--- src/aktrg_pkg.sv ---
// Package for the AES-keyed tree random generator.
// Payload structs, opcodes, controller/datapath command types and AES helpers.
package aktrg_pkg;

    localparam int KeyWidth  = 128;
    localparam int WordWidth = 64;

    typedef enum logic [1:0] {
        FUNC_ROOT    = 2'd0,
        FUNC_DESCEND = 2'd1,
        FUNC_VALUE   = 2'd2,
        FUNC_BOUNDED = 2'd3
    } func_t;

    typedef struct packed {
        logic [1:0]         func;
        logic signed [63:0] index;
        logic signed [63:0] range_low;
        logic signed [63:0] range_high;
    } in_item_t;

    typedef struct packed {
        logic [63:0] value;
        logic [63:0] node_id;
        logic        range_error;
    } out_item_t;

    // controller -> datapath
    typedef struct packed {
        logic load;       // capture input item
        logic aes_start;  // start encryption
        logic aes_idx;    // 1: plaintext is index, 0: plaintext is zero
        logic save_e0;    // keep E(0) result
        logic mod_start;  // start modulo
        logic do_root;
        logic do_descend;
        logic set_value;  // value <= low(E(index))
        logic set_bound;  // value <= remainder + low
        logic set_err;    // value <= low, error flag
        logic clr_value;
    } dp_cmd_t;

    // datapath -> controller
    typedef struct packed {
        logic aes_done;
        logic mod_done;
        logic range_zero;
        logic [1:0] func;
    } dp_status_t;

    function automatic logic [7:0] xtime(input logic [7:0] a);
        return {a[6:0], 1'b0} ^ (a[7] ? 8'h1b : 8'h00);
    endfunction

    function automatic logic [7:0] sbox(input logic [7:0] x);
        logic [7:0] t [256];
        t = '{
        8'h63,8'h7c,8'h77,8'h7b,8'hf2,8'h6b,8'h6f,8'hc5,8'h30,8'h01,8'h67,8'h2b,8'hfe,8'hd7,8'hab,8'h76,
        8'hca,8'h82,8'hc9,8'h7d,8'hfa,8'h59,8'h47,8'hf0,8'had,8'hd4,8'ha2,8'haf,8'h9c,8'ha4,8'h72,8'hc0,
        8'hb7,8'hfd,8'h93,8'h26,8'h36,8'h3f,8'hf7,8'hcc,8'h34,8'ha5,8'he5,8'hf1,8'h71,8'hd8,8'h31,8'h15,
        8'h04,8'hc7,8'h23,8'hc3,8'h18,8'h96,8'h05,8'h9a,8'h07,8'h12,8'h80,8'he2,8'heb,8'h27,8'hb2,8'h75,
        8'h09,8'h83,8'h2c,8'h1a,8'h1b,8'h6e,8'h5a,8'ha0,8'h52,8'h3b,8'hd6,8'hb3,8'h29,8'he3,8'h2f,8'h84,
        8'h53,8'hd1,8'h00,8'hed,8'h20,8'hfc,8'hb1,8'h5b,8'h6a,8'hcb,8'hbe,8'h39,8'h4a,8'h4c,8'h58,8'hcf,
        8'hd0,8'hef,8'haa,8'hfb,8'h43,8'h4d,8'h33,8'h85,8'h45,8'hf9,8'h02,8'h7f,8'h50,8'h3c,8'h9f,8'ha8,
        8'h51,8'ha3,8'h40,8'h8f,8'h92,8'h9d,8'h38,8'hf5,8'hbc,8'hb6,8'hda,8'h21,8'h10,8'hff,8'hf3,8'hd2,
        8'hcd,8'h0c,8'h13,8'hec,8'h5f,8'h97,8'h44,8'h17,8'hc4,8'ha7,8'h7e,8'h3d,8'h64,8'h5d,8'h19,8'h73,
        8'h60,8'h81,8'h4f,8'hdc,8'h22,8'h2a,8'h90,8'h88,8'h46,8'hee,8'hb8,8'h14,8'hde,8'h5e,8'h0b,8'hdb,
        8'he0,8'h32,8'h3a,8'h0a,8'h49,8'h06,8'h24,8'h5c,8'hc2,8'hd3,8'hac,8'h62,8'h91,8'h95,8'he4,8'h79,
        8'he7,8'hc8,8'h37,8'h6d,8'h8d,8'hd5,8'h4e,8'ha9,8'h6c,8'h56,8'hf4,8'hea,8'h65,8'h7a,8'hae,8'h08,
        8'hba,8'h78,8'h25,8'h2e,8'h1c,8'ha6,8'hb4,8'hc6,8'he8,8'hdd,8'h74,8'h1f,8'h4b,8'hbd,8'h8b,8'h8a,
        8'h70,8'h3e,8'hb5,8'h66,8'h48,8'h03,8'hf6,8'h0e,8'h61,8'h35,8'h57,8'hb9,8'h86,8'hc1,8'h1d,8'h9e,
        8'he1,8'hf8,8'h98,8'h11,8'h69,8'hd9,8'h8e,8'h94,8'h9b,8'h1e,8'h87,8'he9,8'hce,8'h55,8'h28,8'hdf,
        8'h8c,8'ha1,8'h89,8'h0d,8'hbf,8'he6,8'h42,8'h68,8'h41,8'h99,8'h2d,8'h0f,8'hb0,8'h54,8'hbb,8'h16};
        return t[x];
    endfunction

endpackage

--- src/aktrg_ctrl.sv ---
// Controller FSM: sequences AES passes and the remainder unit per item.
// Depends on aktrg_pkg for command/status types and opcodes.
module aktrg_ctrl
    import aktrg_pkg::*;
(
    input  logic       clk,
    input  logic       rst_n,
    input  logic       start,
    input  dp_status_t status,
    output dp_cmd_t    cmd,
    output logic       busy,
    output logic       done
);
    typedef enum logic [2:0] {
        S_IDLE, S_DISPATCH, S_E0, S_EIDX, S_MOD, S_FINISH
    } state_t;

    state_t state_reg, state_next;
    logic   done_reg, done_next;
    // one-shot divider kick on entry to S_MOD
    logic   mod_kick_reg;

    always_comb
    begin
        state_next = state_reg;
        done_next  = 1'b0;
        cmd        = '0;
        cmd.load   = start && (state_reg == S_IDLE);
        case (state_reg)
            S_IDLE:
            begin
                if (start)
                    state_next = S_DISPATCH;
            end
            S_DISPATCH:
            begin
                case (status.func)
                    FUNC_ROOT:
                    begin
                        cmd.do_root   = 1'b1;
                        cmd.clr_value = 1'b1;
                        state_next    = S_FINISH;
                    end
                    FUNC_VALUE:
                    begin
                        cmd.aes_start = 1'b1;
                        cmd.aes_idx   = 1'b1;
                        state_next    = S_EIDX;
                    end
                    FUNC_BOUNDED:
                    begin
                        if (status.range_zero)
                        begin
                            cmd.set_err = 1'b1;
                            state_next  = S_FINISH;
                        end
                        else
                        begin
                            cmd.aes_start = 1'b1;
                            state_next    = S_E0;
                        end
                    end
                    default:
                    begin
                        cmd.aes_start = 1'b1;
                        state_next    = S_E0;
                    end
                endcase
            end
            S_E0:
            begin
                if (status.aes_done)
                begin
                    cmd.save_e0 = 1'b1;
                    if (status.func == FUNC_DESCEND)
                    begin
                        cmd.aes_start = 1'b1;
                        cmd.aes_idx   = 1'b1;
                        state_next    = S_EIDX;
                    end
                    else
                        state_next = S_MOD;
                end
            end
            S_EIDX:
            begin
                if (status.aes_done)
                begin
                    if (status.func == FUNC_DESCEND)
                    begin
                        cmd.do_descend = 1'b1;
                        cmd.clr_value  = 1'b1;
                    end
                    else
                        cmd.set_value = 1'b1;
                    state_next = S_FINISH;
                end
            end
            S_MOD:
            begin
                // first cycle here starts the divider; e0 is already saved
                if (status.mod_done)
                begin
                    cmd.set_bound = 1'b1;
                    state_next    = S_FINISH;
                end
            end
            S_FINISH:
            begin
                done_next  = 1'b1;
                state_next = S_IDLE;
            end
            default:
                state_next = S_IDLE;
        endcase
        // divider start comes from the registered kick
        cmd.mod_start = mod_kick_reg;
    end

    always_ff @(posedge clk or negedge rst_n)
    begin
        if (!rst_n)
        begin
            state_reg    <= S_IDLE;
            done_reg     <= 1'b0;
            mod_kick_reg <= 1'b0;
        end
        else
        begin
            state_reg    <= state_next;
            done_reg     <= done_next;
            mod_kick_reg <= (state_reg == S_E0) && (state_next == S_MOD);
        end
    end

    assign busy = (state_reg != S_IDLE);
    assign done = done_reg;

    // result strobe only after a busy period
    assert property (@(posedge clk) disable iff (!rst_n) done |-> $past(busy))
        else $error("done without busy");
    // no new item while busy
    assert property (@(posedge clk) disable iff (!rst_n)
        (state_reg != S_IDLE) |-> !cmd.load)
        else $error("load while busy");
    // divider kicked only on entry to modulo state
    assert property (@(posedge clk) disable iff (!rst_n)
        mod_kick_reg |-> (state_reg == S_MOD))
        else $error("divider kick outside modulo state");
endmodule

--- config.mk ---
export PLATFORM = sky130hd
export DESIGN_NAME = aktrg_ctrl
export DESIGN_NICKNAME = d
export VERILOG_FILES = /design/src/aktrg_pkg.sv /design/src/aktrg_ctrl.sv
export SDC_FILE = /design/constraint.sdc
export NUM_CORES = 1
export LEC_CHECK = 0
export BUFFER_PORTS_ARGS = -buffer_cell sky130_fd_sc_hd__buf_2
export CORE_AREA = 4 4 41 43
export CTS_CLUSTER_SIZE = 24
export DETAILED_ROUTE_END_ITERATION = 16
export DIE_AREA = 0 0 45 47
export PLACE_DENSITY_LB_ADDON = 0.05
export SYNTH_ARGS = -nofsm -noshare
export SYNTH_HDL_FRONTEND = slang
export SYNTH_SLANG_ARGS = --single-unit
--- constraint.sdc ---
create_clock -name clk -period 2.22 [get_ports clk]
set_clock_uncertainty 0.2 [all_clocks]
set_input_delay 0.444 -clock clk [delete_from_list [all_inputs] [get_ports clk]]
set_output_delay 0.444 -clock clk [all_outputs]
set_load 0.03 [all_outputs]
==> key figures <==
Status
  – Status: finished clean

Logic synthesis
  – Ys async rst share: 1.00
  – Cells after Synth: 50
  – Area contributors post-synth: dfrtp_1, nor4bb_1, nand2b_1
  – Leading area contributor after synthesis: dfrtp_1
  – Most common cell in the netlist: dfrtp_1
  – Syn avg cell area: 8.21 µm²
  – Synth top area share: 0.305
  – Mapped Nets: 58
  – Syn. warnings: 0
  – Largest family of logic cells by synthesized area: simple AND/OR/NAND/NOR gates
  – Main synth FF type: dfrtp_1
  – Multiplexer share of the synthesized area: 0.0274
  – Post-synthesis instance area: 410 µm²
  – Simple-gate share of the synthesized area: 0.457
  – Cell variety after synth: 25
  – Register area share after synthesis: 0.305
  – EDFF count, synth: 0
  – Yosys reg bits: 5
  – Compound-cell area share of the yosys netlist: 0.113
  – Post-Synth Adder-Cell Area: 0
  – Post-Synth XOR/XNOR Area: 0
  – Synth cell count leaders: dfrtp_1, nand2b_1, nor3_1

STA
  – Final worst slack: 0.115 ns
  – Period utilization: 0.948
  – Final hold violations: 0
  – Max-slew violation count: 0
  – Worst-margin pin slew: 0.389 ns
  – Setup_tns: 0 ns
  – F_max: 475 MHz
  – Setup violations, final: 0
  – Final Hold Slack: 0.334 ns
  – Max-slew headroom: 0.737
  – Post-route minimum period: 2.10 ns
  – RSZ-0062 raised after global routing: no

Finish
  – Layout area overhead: 36.9%
  – Fin util: 0.432
  – FF/Latch Area: 129 µm²
  – Layout Nets: 79
  – Diode count: 0
  – Area of the multi-input gates: 268 µm²
  – Layout fillers: 147
  – Max reg flops: 3
  – Layout cells sized above 1: 0.443

Critical path
  – Startpoint Class: flip-flop
  – CP Class: reg -> out
  – WP depth: 4
  – Setup crit end: cmd[8]
  – CP Max Fanout: 11
  – CP endpoint kind: output pin
  – Crit path max-delay family: simple AND/OR/NAND/NOR gates
  – WP buf/inv: 1
  – Worst Reg-to-Reg Cells: 3
  – Critical Path RT: 1.58 ns
  – Crit Reg-Reg Endpoint: state_reg[0]
  – Crit-path slowest cell: dfrtp_2
  – Reg2reg setup slack: 0.60 ns
  – Critical path origin: state_reg[1]
  – Crit path DAT: 1.46 ns
  – Sequence of cells on the critical path: nor4bb_1 -> a31oi_1 -> nor2_1 -> buf_2
  – Reg-to-reg startpoint: state_reg[1]
  – CP max stage delay: 0.46 ns

Routing
  – Via count: 437
  – Vias per inst: 5.14
  – Wirelength per Cell: 11.6 µm
  – DRT iter0 DRCs: 6
  – Final WL: 984 µm
  – DR pass1 iterations: 4
  – # DRC: 0
  – Post-route ant nets: 0

Clocking
  – Clock H-tree levels: 1
  – Clock slew at reported path FFs: 0.04 ns
  – Clock Sinks: 5
  – # Post-CTS Setup Buffers: 0
  – CTS root buf: clkbuf_4
  – Clock Path Buffers: 2
  – Clock latency on the worst-skew pair: 0.24 ns
  – Clock buffer count from CTS: 3
  – CTS tree: built

GRT
  – Total GRT Usage: 0.111
  – Largest net degree at the start of global routing: 15
  – Vias in the first global route: 370
  – Antenna violations before repair: 0
  – First-pass GRT wire length: 1660 µm
  – GRT Residual Overflow: 0

Floorplanning
  – Rows: 13
  – Core area: 0.00130 mm²
  – Starting Density: 0.315
  – Die width: 45 µm
  – Die Height: 47 µm
  – Die area: 0.00212 mm²
  – Ports: 21

Placement
  – Routability cong.: 0.703
  – Hpwl dp: 784 µm
  – Port-buffer cells: 20
  – Pre-CTS setup slack: 0.149 ns

Pwr
  – Leak: 0.000275 µW
  – Maximum VDD drop: 0.000413 V
  – Pwr Density: 1120 mW/mm²
  – Total power: 630 µW

Min path
  – Hold Path Class: in -> reg

Job
  – Maxcap violations: 0
## layout make-up
| class | instances | share of cell area |
|---|---|---|
| timing repair buffer | 21 | 0.200 |
| clock buffer | 4 | 0.0468 |
| inverter | 2 | 0.0134 |
| sequential | 5 | 0.229 |
| multi-input combinational | 38 | 0.477 |
| tap | 15 | 0.0334 |
## power by group
part / total (µW) / switching [µW] / internal, µW
registers: 193 / 66.3 / 126
logic: 336 / 203 / 132
clock network: 101 / 33.6 / 67.7
total: 630 / 303 / 326
## stage by stage
step	std cells	cell area, µm²
2_1_floorplan	50	422
3_3_place_gp	80	508
3_5_place_dp	80	508
4_1_cts	85	544
5_1_grt	85	562
6_report	85	562
## worst register-to-register path, stage by stage (launching register included)
cell      delay [ns]
dfrtp_2         0.46
nor4bb_1        0.18
nor2b_1         0.14
or4_1           0.50
## layer usage
layer  part of all wire  global-route usage  vias to the layer above  routed length (µm)
met5                  0                   0                        -                   0
met4              0.012              0.0877                        0                  12
met3               0.10              0.0383                        2                 101
met2               0.41               0.150                       17                 406
met1               0.47               0.143                      196                 463
li1                   -                   -                      222                   -
## timing repair
item	4_1_cts	5_1_grt
endpoints found under the hold margin	5	0
hold buffers	1	0
gates resized for setup	0	6
endpoints found under the setup margin	0	8
## worst min-delay path by stage
stage	to	from	cells after the start	slack, ns
2_1_floorplan	done	rst_n	0	-0.05
3_3_place_gp	mod_kick_reg	rst_n	1	0.06
3_5_place_dp	mod_kick_reg	rst_n	1	0.06
4_1_cts	state_reg[0]	status[3]	3	0.33
5_1_grt	mod_kick_reg	rst_n	2	0.36
6_report	state_reg[0]	status[3]	3	0.33
## layout by cell type, fill, tap and decap left out, types with 2 or more instances in the layout
cell type,synthesis,final
or2b_1,2,2
and2_1,2,2
nor3b_1,3,2
dfrtp_2,0,3
nor4bb_1,3,2
nor3_1,4,3
inv_1,2,2
dfrtp_1,5,2
nand2b_1,4,4
nor2b_1,2,2
nand2_1,2,2
nor2_1,3,3
buf_2,0,19
a31oi_1,3,3
clkbuf_4,0,3
## kinds of logic (layout without fill, tap and decap cells)
family          after synthesis  in the layout
buf+inv                       7             27
compound gates                7              7
simple gates                 30             30
mux                           1              1
flops                         5              5
Power figures use the tool's default switching activity.
